## config.mk

```make
export PLATFORM = sky130hd
export DESIGN_NAME = one_wire_master_slot_engine_flat
export DESIGN_NICKNAME = d
export VERILOG_FILES = /design/src/design/owm_pkg.sv /design/src/design/owm_in_if.sv /design/src/design/owm_out_if.sv /design/src/design/owm_cfg_if.sv /design/src/design/owm_cfg_regs.sv /design/src/design/owm_slot_fsm.sv /design/src/design/one_wire_master_slot_engine.sv /design/src/flat_wrapper.sv
export SDC_FILE = /design/constraint.sdc
export NUM_CORES = 1
export LEC_CHECK = 0
export ABC_AREA = 1
export BUFFER_PORTS_ARGS = -buffer_cell sky130_fd_sc_hd__buf_2
export CORE_MARGIN = 1
export CORE_UTILIZATION = 56
export CTS_BUF_LIST = sky130_fd_sc_hd__clkbuf_4 sky130_fd_sc_hd__clkbuf_8 sky130_fd_sc_hd__clkbuf_16
export DETAILED_ROUTE_END_ITERATION = 6
export PLACE_DENSITY = 0.85
export REMOVE_ABC_BUFFERS = 1
export SYNTH_ARGS = -nofsm -noshare
export SYNTH_HDL_FRONTEND = slang
export SYNTH_SLANG_ARGS = --single-unit
export TNS_END_PERCENT = 5
```

## constraint.sdc

```tcl
create_clock -name clk_i -period 4.5 [get_ports clk_i]
set_input_delay 1.35 -clock clk_i [delete_from_list [all_inputs] [get_ports clk_i]]
set_output_delay 1.35 -clock clk_i [all_outputs]
set_load 0.005 [all_outputs]
```

## src/design/owm_pkg.sv

```systemverilog
// ----------------------------------------------------------------------------
// owm_pkg - shared types and constants of the 1-Wire slot engine
// Item formats, configuration register map and reset values.
// ----------------------------------------------------------------------------
`default_nettype none

package owm_pkg;

  // Tick counter width; the counter saturates at its all-ones value.
  localparam int unsigned TickCountWidth = 10;
  localparam int unsigned CfgWidth       = 10;
  localparam int unsigned NumCfg         = 7;
  localparam int unsigned CfgIdxWidth    = $clog2(NumCfg);
  localparam int unsigned CmpWidth       =
      (TickCountWidth > CfgWidth) ? TickCountWidth : CfgWidth;

  localparam logic [TickCountWidth-1:0] CntMax = '1;

  // Configuration register indexes
  localparam logic [CfgIdxWidth-1:0] CFG_RESET_LOW       = CfgIdxWidth'(0);
  localparam logic [CfgIdxWidth-1:0] CFG_PRESENCE_SAMPLE = CfgIdxWidth'(1);
  localparam logic [CfgIdxWidth-1:0] CFG_RESET_TAIL      = CfgIdxWidth'(2);
  localparam logic [CfgIdxWidth-1:0] CFG_ZERO_LOW        = CfgIdxWidth'(3);
  localparam logic [CfgIdxWidth-1:0] CFG_SHORT_LOW       = CfgIdxWidth'(4);
  localparam logic [CfgIdxWidth-1:0] CFG_READ_SAMPLE     = CfgIdxWidth'(5);
  localparam logic [CfgIdxWidth-1:0] CFG_SLOT_TOTAL      = CfgIdxWidth'(6);

  localparam logic [CfgWidth-1:0] RstResetLow       = CfgWidth'(480);
  localparam logic [CfgWidth-1:0] RstPresenceSample = CfgWidth'(70);
  localparam logic [CfgWidth-1:0] RstResetTail      = CfgWidth'(410);
  localparam logic [CfgWidth-1:0] RstZeroLow        = CfgWidth'(60);
  localparam logic [CfgWidth-1:0] RstShortLow       = CfgWidth'(6);
  localparam logic [CfgWidth-1:0] RstReadSample     = CfgWidth'(9);
  localparam logic [CfgWidth-1:0] RstSlotTotal      = CfgWidth'(70);

  typedef enum logic [1:0] {
    KIND_TICK  = 2'd0,
    KIND_RESET = 2'd1,
    KIND_WRITE = 2'd2,
    KIND_READ  = 2'd3
  } kind_e;

  typedef struct packed {
    kind_e      kind;
    logic [7:0] write_data;
    logic       bus_level;
  } in_item_t;

  typedef struct packed {
    logic       drive_low;
    logic       busy_res;
    logic       done_res;
    logic [7:0] read_data;
    logic       presence;
    logic       rejected;
  } out_item_t;

  typedef struct packed {
    logic [CfgWidth-1:0] reset_low;
    logic [CfgWidth-1:0] presence_sample;
    logic [CfgWidth-1:0] reset_tail;
    logic [CfgWidth-1:0] zero_low;
    logic [CfgWidth-1:0] short_low;
    logic [CfgWidth-1:0] read_sample;
    logic [CfgWidth-1:0] slot_total;
  } cfg_t;

  // Count has reached a threshold; thresholds above the counter range clamp.
  function automatic logic cnt_reached(logic [TickCountWidth-1:0] cnt,
                                       logic [CfgWidth-1:0] thr);
    logic [CmpWidth-1:0] c;
    logic [CmpWidth-1:0] t;
    logic [CmpWidth-1:0] m;
    c = CmpWidth'(cnt);
    t = CmpWidth'(thr);
    m = CmpWidth'(CntMax);
    if (t > m) begin
      t = m;
    end
    return c >= t;
  endfunction

endpackage

`default_nettype wire

```

## src/design/owm_in_if.sv

```systemverilog
// ----------------------------------------------------------------------------
// owm_in_if - command/tick item channel
// Valid/ready channel carrying one input item.
// ----------------------------------------------------------------------------
`default_nettype none

interface owm_in_if;
  logic              valid;
  logic              ready;
  owm_pkg::in_item_t data;

  modport source (output valid, output data, input ready);
  modport sink   (input valid, input data, output ready);
endinterface

`default_nettype wire

```

## src/design/owm_out_if.sv

```systemverilog
// ----------------------------------------------------------------------------
// owm_out_if - result item channel
// Valid/ready channel carrying one result item.
// ----------------------------------------------------------------------------
`default_nettype none

interface owm_out_if;
  logic               valid;
  logic               ready;
  owm_pkg::out_item_t data;

  modport source (output valid, output data, input ready);
  modport sink   (input valid, input data, output ready);
endinterface

`default_nettype wire

```

## src/design/owm_cfg_if.sv

```systemverilog
// ----------------------------------------------------------------------------
// owm_cfg_if - configuration write channel
// Valid/ready channel carrying a register index and write data.
// ----------------------------------------------------------------------------
`default_nettype none

interface owm_cfg_if;
  logic                               valid;
  logic                               ready;
  logic [owm_pkg::CfgIdxWidth-1:0]    index;
  logic [owm_pkg::CfgWidth-1:0]       wdata;

  modport source (output valid, output index, output wdata, input ready);
  modport sink   (input valid, input index, input wdata, output ready);
endinterface

`default_nettype wire

```

## src/design/owm_cfg_regs.sv

```systemverilog
// ----------------------------------------------------------------------------
// owm_cfg_regs - timing configuration registers
// Seven 10-bit timing registers, written through the configuration channel.
// ----------------------------------------------------------------------------
`default_nettype none

module owm_cfg_regs (
  input  wire logic      clk_i,
  input  wire logic      rst_ni,
  owm_cfg_if.sink        cfg_i,
  output owm_pkg::cfg_t  cfg_o
);

  owm_pkg::cfg_t cfg_q, cfg_d;

  assign cfg_i.ready = 1'b1;

  always_comb begin
    cfg_d = cfg_q;
    if (cfg_i.valid) begin
      unique case (cfg_i.index)
        owm_pkg::CFG_RESET_LOW:       cfg_d.reset_low       = cfg_i.wdata;
        owm_pkg::CFG_PRESENCE_SAMPLE: cfg_d.presence_sample = cfg_i.wdata;
        owm_pkg::CFG_RESET_TAIL:      cfg_d.reset_tail      = cfg_i.wdata;
        owm_pkg::CFG_ZERO_LOW:        cfg_d.zero_low        = cfg_i.wdata;
        owm_pkg::CFG_SHORT_LOW:       cfg_d.short_low       = cfg_i.wdata;
        owm_pkg::CFG_READ_SAMPLE:     cfg_d.read_sample     = cfg_i.wdata;
        owm_pkg::CFG_SLOT_TOTAL:      cfg_d.slot_total      = cfg_i.wdata;
        default: ;  // unmapped index: write dropped
      endcase
    end
  end

  always_ff @(posedge clk_i or negedge rst_ni) begin
    if (!rst_ni) begin
      cfg_q.reset_low       <= owm_pkg::RstResetLow;
      cfg_q.presence_sample <= owm_pkg::RstPresenceSample;
      cfg_q.reset_tail      <= owm_pkg::RstResetTail;
      cfg_q.zero_low        <= owm_pkg::RstZeroLow;
      cfg_q.short_low       <= owm_pkg::RstShortLow;
      cfg_q.read_sample     <= owm_pkg::RstReadSample;
      cfg_q.slot_total      <= owm_pkg::RstSlotTotal;
    end else begin
      cfg_q <= cfg_d;
    end
  end

  assign cfg_o = cfg_q;

endmodule

`default_nettype wire

```

## src/design/owm_slot_fsm.sv

```systemverilog
// ----------------------------------------------------------------------------
// owm_slot_fsm - 1-Wire phase machine
// Advances reset and bit-slot phases by one item and forms its result.
// ----------------------------------------------------------------------------
`default_nettype none

module owm_slot_fsm (
  input  wire logic               clk_i,
  input  wire logic               rst_ni,
  input  wire logic               step_i,
  input  wire owm_pkg::in_item_t  item_i,
  input  wire owm_pkg::cfg_t      cfg_i,
  output owm_pkg::out_item_t      res_o
);

  typedef enum logic [6:0] {
    PH_IDLE        = 7'b0000001,
    PH_RST_LOW     = 7'b0000010,
    PH_RST_WAIT    = 7'b0000100,
    PH_RST_TAIL    = 7'b0001000,
    PH_SLOT_LOW    = 7'b0010000,
    PH_SLOT_SAMPLE = 7'b0100000,
    PH_SLOT_REST   = 7'b1000000
  } phase_e;

  localparam int unsigned CW = owm_pkg::CfgWidth;
  localparam int unsigned TW = owm_pkg::TickCountWidth;

  phase_e             phase_q, phase_d;
  logic [TW-1:0]      tick_q, tick_d, tick_inc;
  logic [2:0]         bit_q, bit_d;
  logic [7:0]         shift_q, shift_d;
  owm_pkg::kind_e     op_q, op_d;
  logic               pres_q, pres_d;
  logic [7:0]         rdata_q, rdata_d;
  logic               done, rej;

  logic [CW-1:0]      low_len;
  logic [CW:0]        spent;
  logic [CW-1:0]      rest;

  assign tick_inc = (tick_q < owm_pkg::CntMax) ? tick_q + 1'b1 : tick_q;

  // Low pulse: long only for a zero bit of a write.
  assign low_len = (op_q == owm_pkg::KIND_WRITE && !shift_q[bit_q]) ?
                   cfg_i.zero_low : cfg_i.short_low;
  assign spent   = (op_q == owm_pkg::KIND_READ) ?
                   {1'b0, cfg_i.short_low} + {1'b0, cfg_i.read_sample} :
                   {1'b0, low_len};
  assign rest    = ({1'b0, cfg_i.slot_total} > spent) ?
                   CW'({1'b0, cfg_i.slot_total} - spent) : '0;

  always_comb begin
    phase_d = phase_q;
    tick_d  = tick_q;
    bit_d   = bit_q;
    shift_d = shift_q;
    op_d    = op_q;
    pres_d  = pres_q;
    rdata_d = rdata_q;
    done    = 1'b0;
    rej     = 1'b0;
    if (step_i) begin
      if (item_i.kind != owm_pkg::KIND_TICK) begin
        if (phase_q != PH_IDLE) begin
          rej = 1'b1;
        end else begin
          op_d   = item_i.kind;
          tick_d = '0;
          bit_d  = '0;
          if (item_i.kind == owm_pkg::KIND_RESET) begin
            pres_d  = 1'b0;
            phase_d = PH_RST_LOW;
          end else begin
            shift_d = (item_i.kind == owm_pkg::KIND_WRITE) ? item_i.write_data : 8'h00;
            phase_d = PH_SLOT_LOW;
          end
        end
      end else if (phase_q != PH_IDLE) begin
        tick_d = tick_inc;
        unique case (phase_q)
          PH_RST_LOW: begin
            if (owm_pkg::cnt_reached(tick_inc, cfg_i.reset_low)) begin
              tick_d  = '0;
              phase_d = PH_RST_WAIT;
            end
          end
          PH_RST_WAIT: begin
            if (owm_pkg::cnt_reached(tick_inc, cfg_i.presence_sample)) begin
              pres_d  = ~item_i.bus_level;
              tick_d  = '0;
              phase_d = PH_RST_TAIL;
            end
          end
          PH_RST_TAIL: begin
            if (owm_pkg::cnt_reached(tick_inc, cfg_i.reset_tail)) begin
              tick_d  = '0;
              phase_d = PH_IDLE;
              done    = 1'b1;
            end
          end
          PH_SLOT_LOW: begin
            if (owm_pkg::cnt_reached(tick_inc, low_len)) begin
              tick_d  = '0;
              phase_d = (op_q == owm_pkg::KIND_READ) ? PH_SLOT_SAMPLE : PH_SLOT_REST;
            end
          end
          PH_SLOT_SAMPLE: begin
            if (owm_pkg::cnt_reached(tick_inc, cfg_i.read_sample)) begin
              if (item_i.bus_level) begin
                shift_d[bit_q] = 1'b1;
              end
              tick_d  = '0;
              phase_d = PH_SLOT_REST;
            end
          end
          PH_SLOT_REST: begin
            if (owm_pkg::cnt_reached(tick_inc, rest)) begin
              tick_d = '0;
              if (bit_q == 3'd7) begin
                phase_d = PH_IDLE;
                done    = 1'b1;
                if (op_q == owm_pkg::KIND_READ) begin
                  rdata_d = shift_q;
                end
              end else begin
                bit_d   = bit_q + 3'd1;
                phase_d = PH_SLOT_LOW;
              end
            end
          end
          default: begin
            phase_d = PH_IDLE;
          end
        endcase
      end
    end
  end

  always_ff @(posedge clk_i or negedge rst_ni) begin
    if (!rst_ni) begin
      phase_q <= PH_IDLE;
      tick_q  <= '0;
      bit_q   <= '0;
      shift_q <= '0;
      op_q    <= owm_pkg::KIND_TICK;
      pres_q  <= 1'b0;
      rdata_q <= '0;
    end else begin
      phase_q <= phase_d;
      tick_q  <= tick_d;
      bit_q   <= bit_d;
      shift_q <= shift_d;
      op_q    <= op_d;
      pres_q  <= pres_d;
      rdata_q <= rdata_d;
    end
  end

  // Result reflects the state after this item.
  assign res_o.drive_low = (phase_d == PH_RST_LOW) || (phase_d == PH_SLOT_LOW);
  assign res_o.busy_res  = (phase_d != PH_IDLE);
  assign res_o.done_res  = done;
  assign res_o.read_data = rdata_d;
  assign res_o.presence  = pres_d;
  assign res_o.rejected  = rej;

  a_done_idle : assert property (@(posedge clk_i) disable iff (!rst_ni)
    step_i && res_o.done_res |-> !res_o.busy_res && !res_o.drive_low)
    else $error("done reported while still busy");

  a_rej_holds : assert property (@(posedge clk_i) disable iff (!rst_ni)
    step_i && res_o.rejected |=> $stable(phase_q) && $stable(tick_q) && $stable(bit_q))
    else $error("rejected command changed the phase state");

  a_idle_cnt : assert property (@(posedge clk_i) disable iff (!rst_ni)
    phase_q == PH_IDLE |-> tick_q == '0 && !(step_i && res_o.done_res))
    else $error("idle with running counter or spurious done");

endmodule

`default_nettype wire

```

## src/design/one_wire_master_slot_engine.sv

```systemverilog
// ----------------------------------------------------------------------------
// one_wire_master_slot_engine - 1-Wire bus master driven by tick items
// Input register, phase machine, result register; config registers aside.
// ----------------------------------------------------------------------------
//  channel  dir  payload                                           handshake
//  in_i     in   kind, write_data, bus_level                       valid/ready
//  out_o    out  drive_low, busy_res, done_res, read_data,
//                presence, rejected                                valid/ready
//  cfg_i    in   index (3b), wdata (10b)                           valid/ready
//
//  One item per cycle sustained while results are taken; an accepted item
//  passes the input register, then the phase logic into the result register,
//  where its result is valid until it is taken.
//  The phase machine steps when the input register moves into the result
//  register; a stalled result stops both stages, nothing is dropped.
//  Reset clears the valid flags and phase state and loads the default timings; cfg_i is always ready.
// ----------------------------------------------------------------------------
`default_nettype none

module one_wire_master_slot_engine (
  input  wire logic clk_i,
  input  wire logic rst_ni,
  owm_in_if.sink    in_i,
  owm_out_if.source out_o,
  owm_cfg_if.sink   cfg_i
);

  owm_pkg::cfg_t      cfg;
  owm_pkg::in_item_t  s1_item_q;
  logic               s1_valid_q;
  owm_pkg::out_item_t res;
  owm_pkg::out_item_t out_item_q;
  logic               out_valid_q;
  logic               advance;
  logic               step;

  assign advance    = !out_valid_q || out_o.ready;
  assign step       = s1_valid_q && advance;
  assign in_i.ready = !s1_valid_q || advance;

  owm_cfg_regs u_cfg (
    .clk_i  (clk_i),
    .rst_ni (rst_ni),
    .cfg_i  (cfg_i),
    .cfg_o  (cfg)
  );

  owm_slot_fsm u_fsm (
    .clk_i  (clk_i),
    .rst_ni (rst_ni),
    .step_i (step),
    .item_i (s1_item_q),
    .cfg_i  (cfg),
    .res_o  (res)
  );

  always_ff @(posedge clk_i or negedge rst_ni) begin
    if (!rst_ni) begin
      s1_valid_q  <= 1'b0;
      out_valid_q <= 1'b0;
    end else begin
      if (in_i.ready) begin
        s1_valid_q <= in_i.valid;
      end
      if (advance) begin
        out_valid_q <= s1_valid_q;
      end
    end
  end

  always_ff @(posedge clk_i) begin
    if (in_i.valid && in_i.ready) begin
      s1_item_q <= in_i.data;
    end
    if (step) begin
      out_item_q <= res;
    end
  end

  assign out_o.valid = out_valid_q;
  assign out_o.data  = out_item_q;

  a_s1_hold : assert property (@(posedge clk_i) disable iff (!rst_ni)
    s1_valid_q && !advance |=> s1_valid_q && $stable(s1_item_q))
    else $error("input stage lost an item under stall");

endmodule

`default_nettype wire

```

## src/flat_wrapper.sv

```systemverilog
// flat-port wrapper written by rule: the top's interface ports become plain ports
module one_wire_master_slot_engine_flat 
  (clk_i, rst_ni, in_i_valid, in_i_data, in_i_ready, out_o_valid, out_o_data, out_o_ready, cfg_i_valid, cfg_i_index, cfg_i_wdata, cfg_i_ready);
  owm_in_if in_i_i ();
  owm_out_if out_o_i ();
  owm_cfg_if cfg_i_i ();
  input  wire logic clk_i;
  input  wire logic rst_ni;
  input wire logic [$bits(in_i_i.valid)-1:0] in_i_valid;
  input wire logic [$bits(in_i_i.data)-1:0] in_i_data;
  output wire logic [$bits(in_i_i.ready)-1:0] in_i_ready;
  output wire logic [$bits(out_o_i.valid)-1:0] out_o_valid;
  output wire logic [$bits(out_o_i.data)-1:0] out_o_data;
  input wire logic [$bits(out_o_i.ready)-1:0] out_o_ready;
  input wire logic [$bits(cfg_i_i.valid)-1:0] cfg_i_valid;
  input wire logic [$bits(cfg_i_i.index)-1:0] cfg_i_index;
  input wire logic [$bits(cfg_i_i.wdata)-1:0] cfg_i_wdata;
  output wire logic [$bits(cfg_i_i.ready)-1:0] cfg_i_ready;
  assign in_i_i.valid = in_i_valid;
  assign in_i_i.data = in_i_data;
  assign in_i_ready = in_i_i.ready;
  assign out_o_valid = out_o_i.valid;
  assign out_o_data = out_o_i.data;
  assign out_o_i.ready = out_o_ready;
  assign cfg_i_i.valid = cfg_i_valid;
  assign cfg_i_i.index = cfg_i_index;
  assign cfg_i_i.wdata = cfg_i_wdata;
  assign cfg_i_ready = cfg_i_i.ready;
  one_wire_master_slot_engine u_core (.clk_i(clk_i), .rst_ni(rst_ni), .in_i(in_i_i), .out_o(out_o_i), .cfg_i(cfg_i_i));
endmodule
```

# Word-level counts from Yosys, hierarchy flattened
# Index checks and enable logic that the tools add are counted.
[op_classes]
n_addsub = 4
magnitude_cmp = 16
eq_ne = 24
muxes = 95
n_bitwise = 3
reduce_logical = 30
[op_table]
columns = ["cell", "count"]
rows = [
  ["10-bit 2-to-1 mux", 42],
  ["8-bit 2-to-1 mux", 15],
  ["7-bit 2-to-1 mux", 11],
  ["10-bit >= comparator", 6],
  ["10-bit > comparator (second input constant)", 6],
  ["10-bit case mux with 6 select lines", 1],
  ["7-bit case mux with 6 select lines", 1],
  ["3-bit 2-to-1 mux", 6],
  ["7-bit by 2-bit equality test with 1-bit output (second input constant)", 2],
  ["7-bit by 5-bit equality test with 1-bit output (second input constant)", 2],
  ["7-bit by 1-bit != test with 1-bit output (second input constant)", 2],
  ["2-bit AND reduction", 7],
  ["2-bit nonzero test", 7],
  ["1-bit 2-to-1 mux", 13],
  ["3-bit equality test (second input constant)", 4],
  ["10-bit by 10-bit adder with 11-bit output", 1],
  ["10-bit by 11-bit > comparator with 1-bit output", 1],
  ["11-bit 2-to-1 mux", 1],
  ["10-bit by 1-bit adder with 10-bit output (second input constant)", 1],
  ["10-bit < comparator (second input constant)", 1],
  ["5-bit 2-to-1 mux", 2],
  ["10-bit subtractor", 1],
  ["8-bit OR", 1],
  ["7-bit by 3-bit equality test with 1-bit output (second input constant)", 1],
  ["23 further kinds", 37],
]
[totals]
reg_bits = 135
in_bits = 29
wordCells = 197

# Longest topological paths before layout
# Gate-level depths: netlist of the first run.
[depth]
word_depth = 22
ltp_mapped = 37
mapped_depth_nobuf = 36

# By module
# A second synthesis of the first run with hierarchy kept.
[hier_totals]
hier_cells = 1177
hier_area_um2 = 9022.4
[by_module_without_submodules]
columns = ["module", "n_inst", "cells_per_inst", "area_per_inst_um2", "seq_area_each_um2"]
rows = [
  ["owm_slot_fsm", 1, 826, 5375.2, 977.2],
  ["owm_cfg_regs", 1, 315, 2831.5, 1780.5],
  ["one_wire_master_slot_engine", 1, 36, 815.8, 770.7],
]

# Worst setup path after synthesis of the first run
# OpenSTA, ideal clock, no wires.
[synth_path]
kind = "flip-flop to flip-flop"
from = "register u_core.u_fsm.bit_q[0]"
to = "register u_core.out_item_q (netlist bit u_core.out_o.data[7]), data pin"
arrival_time_ns = 4.497
path_slack_ns = -0.254
stages_incl_launch_ff = 33
n_path_buf = 3
synth_period_minus_slack_ns = 4.754
path_cell_list = "dfrtp_1 -> inv_1 -> nor3_1 -> nand2_1 -> o211ai_1 -> nor3_1 -> nand2_1 -> buf_4 -> o21ai_0 -> o21ai_0 -> ha_1 -> nand2_1 -> o21ai_0 -> nand2_1 -> o211ai_1 -> nand2_1 -> nand2_1 -> a21oi_1 -> o21bai_1 -> nand2_1 -> inv_1 -> nand2_1 -> ha_1 -> nand2_1 -> nor2_1 -> nand3_1 -> nand3_1 -> nand2_1 -> or4_4 -> buf_6 -> buf_12 -> nand2_2 -> o21ai_2"
[synth_rtl]
columns = ["item", "line_no", "rtl"]
rows = [
  ["start: declaration", "owm_slot_fsm.sv:31", "logic [2:0] bit_q, bit_d;"],
  ["start signal: assignment", "owm_slot_fsm.sv:152", "bit_q <= bit_d;"],
  ["end signal: assignment", "one_wire_master_slot_engine.sv:76", "out_item_q <= res;"],
  ["end: declaration", "one_wire_master_slot_engine.sv:32", "owm_pkg::out_item_t out_item_q;"],
]

==> reports/qor.yml, run 1 <==
route:
  drt-wirelength-per-cell_um: 17.45
  vias: 8006
  antenna_violating_nets_post_route: 0
  routed_via_density: 5.857
  drt_iter0_drc: 887
  routed_wl_mm: 23.86
  post-route-drc-count: 0
  iteration_count_of_the_initial_detailed_routing_pass: 7
layout:
  drive_above_1_share: 0.2232
  nets: 1287
  layout.filler_cells: 1039
  antenna_cells: 0
  utilization: 0.7061
  areaGrowthSynthToFinish_pct: 21.85
clock_tree:
  cts.root.buffer_cell: "clkbuf_16"
  cts_buffers: 17
  clock_tree_from_tritoncts: "done"
  worst_setup_hold_path_clk_slew_ns: 0.06
  numClockSinks: 135
  worstSkewPairLatency_ns: 0.44
  cts.path.max_buffers: 2
  h-tree-depth: 4
die:
  chipHeight_um: 125.1
  fp.dieArea_um2: 15650
  initial_utilization: 0.5795
  placementRows: 44
  coreArea_um2: 14640
  die_w_um: 125.1
  num_io_pins: 45
yosys:
  synthTopCellsByCount: "nand2_1, inv_1, o21ai_0, dfrtp_1, ha_1"
  synthFlopType: "dfrtp_1"
  synth-edff-count: 24
  synth_top_cell_by_area: "dfrtp_1"
  synth_top_cell_area_share: 0.2566
  part_of_the_yosys_area_used_for_sequential_elements: 0.4158
  post_synth_inst_count: 1055
  synth-async-reset-ratio: 0.8222
  ys_top_cells_by_area: "dfrtp_1, ha_1, nand2_1"
  synthesized_area_per_cell_um2: 8.043
  yosys_register_bits: 135
  synth_cell_types: 46
  yosys_warnings: 0
  synth_area_um2: 8486
  synth_most_common_cell: "nand2_1"
critical_path:
  critical_path_peak_fanout: 8
  cp_data_arrival_time_ns: 5.26
  beginning_of_the_worst_register_to_register_path: "u_core.u_fsm.bit_q[2]"
  critPathLaunchType: "flop"
  timing.setup.critical_path_class: "flop to flop"
  ff2ff_path_depth: 28
  critPathSlowestCell: "or4_4"
  timing.critical_path.required_ns: 4.68
  setup.reg_to_reg.worst_slack_ns: -0.58
  endpoint_kind: "flop"
  rr_endpoint: "u_core.out_o.data[8]"
  critPathMaxStageDelay_ns: 0.53
  path_common_cell: "nand2_2"
power_and_ir_drop:
  max-vdd-ir-drop_v: 0.0003528
  switching_share: 0.4187
  p_per_area_nw_per_um2: 619.2
  total_leakage_power_nw: 5.217
  seq_power_share: 0.265
  total_power_mw: 6.402
  clkPwrFrac: 0.215
  power_switching_mw: 2.681
  p_int_mw: 3.721
  combPwrFrac: 0.519
sta:
  part_of_the_cycle_the_worst_path_needs: 1.129
  maxSlewViolCount: 0
  rsz_0062_raised_after_global_routing: "yes"
  timing.final.hold_violations: 0
  finalWorstSetupSlack_ns: -0.5808
  period_needed_ns: 5.081
  slew_headroom: 0.3675
  timing_worst_slew_pin_value_ns: 0.9444
  finalClockSkew_ns: 0.01296
  finalSetupViolCount: 33
  maxClockFrequency_mhz: 196.8
  tns_ns: -12.30
global_route:
  global_route.usage.total: 0.3029
  grt_max_degree: 58
  grt_first_pass_wirelength_mm: 37.06
  antenna_violations_before_repair: 0
  grt_pass1_vias: 7573
  grt.overflow.total: 0
outcome:
  outcome: "complete, but fails checks"
  failed_checks: "setup timing"
min_path:
  hold_start: "u_core.u_fsm.rdata_q[5]"
  hold_depth: 2
  min_to: "u_core.u_fsm.rdata_q[5]"
  hp-class: "flop to flop"
job:
  max_cap_check_violation_count: 0
placed_design:
  place_ws_ns: -0.5526
  portBuffers: 43
  gp_routability_congestion: 0.8859
  dp.final_hpwl_mm: 15.58
[flip-flops by register name (all words and copies together) (netlist names), 3 cells and up]
signal                flops
u_core.s1_item_q         11
u_core.u_cfg.cfg_o       70
u_core.u_fsm.rdata_q      8
u_core.out_o.data        13
u_core.u_fsm.tick_q      10
u_core.u_fsm.shift_q      8
u_core.u_fsm.bit_q        3
u_core.u_fsm.phase_q      7
[per-layer routing]
metal  track usage  wire, um  vias to the layer above
met5             0         0                        -
met4        0.1227       759                        0
met1        0.3871      9706                     3823
met3       0.06632      1974                       85
met2        0.5015     11420                      409
li1              -         -                     3689
[how the worst max path moves through the flow]
stage                           start              endpoint  slack [ns]
4_1_cts         u_core.u_fsm.bit_q[0]  u_core.out_o.data[2]       -0.29
6_report        u_core.u_fsm.bit_q[2]  u_core.out_o.data[8]       -0.58
2_1_floorplan   u_core.u_fsm.bit_q[0]  u_core.out_o.data[2]       -0.27
3_5_place_dp    u_core.u_fsm.bit_q[0]  u_core.out_o.data[6]       -0.55
5_1_grt         u_core.u_fsm.bit_q[0]  u_core.out_o.data[8]       -0.84
3_3_place_gp   u_core.u_cfg.cfg_o[10]  u_core.out_o.data[6]       -0.37
[cell families after synthesis]
kind of cell | Yosys count | synth area share
buf+inv | 183 | 0.08478
simple gates | 422 | 0.2089
compound gates | 196 | 0.1253
mux | 14 | 0.01666
fa+ha+maj | 88 | 0.1315
xor+xnor | 16 | 0.01651
other cells | 1 | 0.0004419
flops | 135 | 0.4158
[layout by cell type, fill, tap and decap left out, types with 4 or more instances in the layout]
cell type / instances
nand4_1: 14
o21ai_0: 101
xor2_1: 11
o21ai_1: 15
a31oi_1: 8
dfrtp_1: 84
edfxtp_1: 24
nand3_1: 49
mux2i_1: 12
nand2_2: 23
clkinv_4: 6
a21oi_2: 4
nor2_1: 49
nor3_1: 5
ha_4: 10
clkbuf_16: 18
dfstp_2: 24
xnor2_1: 5
inv_1: 148
ha_1: 75
nand2_4: 5
o21ai_2: 9
buf_4: 78
a21oi_1: 43
nand2_1: 253
buf_2: 42
nor2_4: 6
[power by group through the flow]
stage	Combinational [mW]	Sequential (mW)	Clock, mW
after floorplan	1.66	1.66	0
after global placement	2.54	1.68	0
after detailed placement	2.66	1.69	0
after CTS	2.82	1.68	1.39
after global routing	3.62	1.72	1.45
final	3.32	1.70	1.38
[worst max-delay path: cells and delay by family (launching register included)]
| kind | cells | cell delay, ns |
|---|---|---|
| adder cells (fa/ha/maj) | 2 | 0.49 |
| AO/OA/AOI/OAI | 5 | 0.70 |
| flip-flops | 1 | 0.48 |
| AND/OR/NAND/NOR | 15 | 1.96 |
| multiplexers | 1 | 0.24 |
| XOR/XNOR | 1 | 0.33 |
| buffers and inverters | 4 | 0.59 |
[area by class of cell]
class | count | area [um^2] | area share
clock buffers | 20 | 471.7 | 0.04562
repair buffers | 124 | 849.6 | 0.08216
well taps | 184 | 230.2 | 0.02227
inverters | 154 | 585.6 | 0.05663
multi-input cells | 738 | 4553 | 0.4403
flip-flops and latches | 135 | 3532 | 0.3416
clock inverters | 12 | 117.6 | 0.01137
[metrics by stage]
step           instances  instance area, um^2  hold WS, ns
2_1_floorplan       1026                 8344       0.4407
3_3_place_gp        1330                 9383       0.4535
3_5_place_dp        1330                 9383       0.4604
4_1_cts             1366                10110       0.4788
5_1_grt             1367                10340       0.5040
6_report            1367                10340       0.4847
[timing repair]
| item | in CTS | in global routing |
|---|---|---|
| pin swaps | 11 | 21 |
| gates cloned | 1 | 0 |
| resized for setup | 34 | 56 |
| endpoints found under the setup margin | 34 | 35 |
| hold buffers | 0 | 0 |
| setup buffers | 3 | 1 |
Power figures use the tool's default switching activity.
==> run 2, diff against run 1 <==
--- a/config.mk
+++ b/config.mk
@@ -12,6 +12,7 @@
 export CTS_BUF_LIST = sky130_fd_sc_hd__clkbuf_4 sky130_fd_sc_hd__clkbuf_8 sky130_fd_sc_hd__clkbuf_16
 export DETAILED_ROUTE_END_ITERATION = 6
 export PLACE_DENSITY = 0.85
+export RECOVER_POWER = 50
 export REMOVE_ABC_BUFFERS = 1
 export SYNTH_ARGS = -nofsm -noshare
 export SYNTH_HDL_FRONTEND = slang
==> run 2 against run 1 <==
  * The run ends with DRC, capacitance limit, slew limit, setup timing left
  * Sequential share of layout area up 0.087 points
  * Setup slack is essentially flat
  * Critical path depth unchanged
  * Combinational power about the same
  * Clock skew shrank 0.00069 ns
  * Clock-buffer cell count unchanged
  * Non-clock buffer count is the same
  * Critical path type unchanged
  * Largest cell class unchanged
  * Largest power group unchanged
  * Highest routed layer unchanged
==> reports/qor.yml, run 2 (same netlist as run 1, synthesis figures left out) <==
layout:
  nets: 1287
  design_area_um2: 10310
  multi_input_combinational_cell_area_um2: 4543
  finalNonFillerCells: 1367
  mostFrequentLayoutCell: "nand2_1"
  drive_above_1_share: 0.2206
  most-common-layout-cells: "nand2_1, inv_1, o21ai_0"
  antenna_cells: 0
  areaGrowthSynthToFinish_pct: 21.54
  layout.filler_cells: 1041
  largest_reg_flops: 70
  utilization: 0.7043
  layout.area.seq_um2: 3532
critical_path:
  path_common_cell: "nand2_2"
  endpoint_kind: "flop"
  dominant_delay_contributor_by_cell_family_on_the_critical_path: "simple AND/OR/NAND/NOR gates"
  cp_data_arrival_time_ns: 5.27
  timing.critical_path.required_ns: 4.69
  timing.setup.critical_path_class: "flop to flop"
  critPathMaxStageDelay_ns: 0.53
  crit_buf_inv: 3
  critical_path_peak_fanout: 8
  critPathSlowestCell: "or4_4"
  critPathLaunchType: "flop"
global_route:
  grt_first_pass_wirelength_mm: 37.06
  grt_pass1_vias: 7573
  antenna_violations_before_repair: 0
  grt.overflow.total: 0
  global_route.usage.total: 0.3029
  grt_max_degree: 58
job:
  max_cap_check_violation_count: 1
route:
  iteration_count_of_the_initial_detailed_routing_pass: 7
  drt_iter0_drc: 909
  antenna_violating_nets_post_route: 0
  drt-wirelength-per-cell_um: 17.46
  routed-wl-met2_mm: 11.22
  routed_wl_mm: 23.87
  post-route-drc-count: 4
  length_of_routed_wiring_on_met1_mm: 9.693
  met3_wirelength_mm: 2.077
  routed.top_layer: "met4"
  routed_via_density: 5.851
  vias: 7999
power_and_ir_drop:
  max-vdd-ir-drop_v: 0.0003519
  total_leakage_power_nw: 5.208
  total_power_mw: 6.402
  p_per_area_nw_per_um2: 620.8
sta:
  finalClockSkew_ns: 0.01227
  finalSetupViolCount: 34
  period_needed_ns: 5.081
  finalWorstSetupSlack_ns: -0.5810
  slew_headroom: -1.052
  timing.final.hold_violations: 0
  maxClockFrequency_mhz: 196.8
  rsz_0062_raised_after_global_routing: "yes"
  maxSlewViolCount: 58
  fin_hold_ws_ns: 0.4847
  timing_worst_slew_pin_value_ns: 3.078
  part_of_the_cycle_the_worst_path_needs: 1.129
placed_design:
  dp.final_hpwl_mm: 15.58
  portBuffers: 43
  gp_routability_congestion: 0.8859
  detailed_place.area_um2: 9383
  numPlacedInstances: 1330
clock_tree:
  cts_buffers: 17
  cts.root.buffer_cell: "clkbuf_16"
  worstSkewPairLatency_ns: 0.44
  h-tree-depth: 4
  cts.path.max_buffers: 2
  clock_tree_from_tritoncts: "done"
  worst_setup_hold_path_clk_slew_ns: 0.06
  numClockSinks: 135
die:
  initial_utilization: 0.5795
  placementRows: 44
  fp.dieArea_um2: 15650
  num_io_pins: 45
  chipHeight_um: 125.1
  coreArea_um2: 14640
  die_w_um: 125.1
outcome:
  failed_checks: "DRC, capacitance limit, slew limit, setup timing"
  outcome: "complete, but fails checks"
min_path:
  hp-class: "flop to flop"
## run 2: cell count changes in the layout (fill, tap and decap cells not counted)
| cell | previous run | this run |
|---|---|---|
| nor2_4 | 6 | 5 |
| nor2_1 | 49 | 50 |
| clkbuf_4 | 1 | 2 |
| buf_4 | 78 | 77 |
| buf_12 | 1 | 0 |
| nand2_1 | 253 | 254 |
| nand2_2 | 23 | 22 |
| clkbuf_1 | 0 | 1 |
## run 2: worst paths after layout
check,end,slack [ns],startpoint,cells past startpoint
max,u_core.out_o.data[8],-0.58,u_core.u_fsm.bit_q[1],28
max reg2reg,u_core.out_o.data[8],-0.58,u_core.u_fsm.bit_q[1],28
min in group asynchronous,u_core.u_cfg.cfg_o[23],1.93,rst_ni,1
min,u_core.u_fsm.rdata_q[5],0.48,u_core.u_fsm.rdata_q[5],2
min reg2reg,u_core.u_fsm.rdata_q[5],0.48,u_core.u_fsm.rdata_q[5],2
max in group asynchronous,u_core.u_fsm.rdata_q[6],0.36,rst_ni,2
## run 2: stage by stage
step / setup TNS [ns] / worst slack [ns]
after CTS: -3.683 / -0.2927
after floorplan: -3.338 / -0.2742
final: -12.24 / -0.5810
after global routing: -40.64 / -0.8359
after global placement: -5.435 / -0.3651
after detailed placement: -10.76 / -0.5526
## run 2: what timing repair did
| action | CTS | global route |
|---|---|---|
| hold buffers | 0 | 0 |
| setup endpoints to repair | 34 | 35 |
| pin swaps | 11 | 21 |
| gates resized for setup | 34 | 56 |
| cloned | 1 | 0 |
| buffers inserted | 3 | 1 |
## run 2: final cells by class
class	count	share of cell area
tap	184	0.02232
inverter	154	0.05678
sequential	135	0.3425
clock buffer	20	0.04574
timing repair buffer	124	0.08080
multi-input combinational	738	0.4405
clock inverter	12	0.01140
## run 2: per-layer routing
metal	vias up	track usage
met5	-	0
met4	0	0.1227
met3	115	0.06632
met2	428	0.5015
met1	3763	0.3871
li1	3693	-
## run 2: worst reg2reg max path, delay by kind of cell (launching register included)
kind	cells	cell delay (ns)
XOR/XNOR	1	0.33
flip-flops	1	0.48
buffers and inverters	3	0.44
adder cells (fa/ha/maj)	2	0.49
AND/OR/NAND/NOR	16	2.23
multiplexers	1	0.24
AO/OA/AOI/OAI	5	0.61
## run 2: report_power, final
| part | internal [mW] | switching (mW) |
|---|---|---|
| combinational | 1.38 | 1.94 |
| sequential | 1.52 | 0.181 |
| clock | 0.820 | 0.566 |
| total | 3.72 | 2.68 |
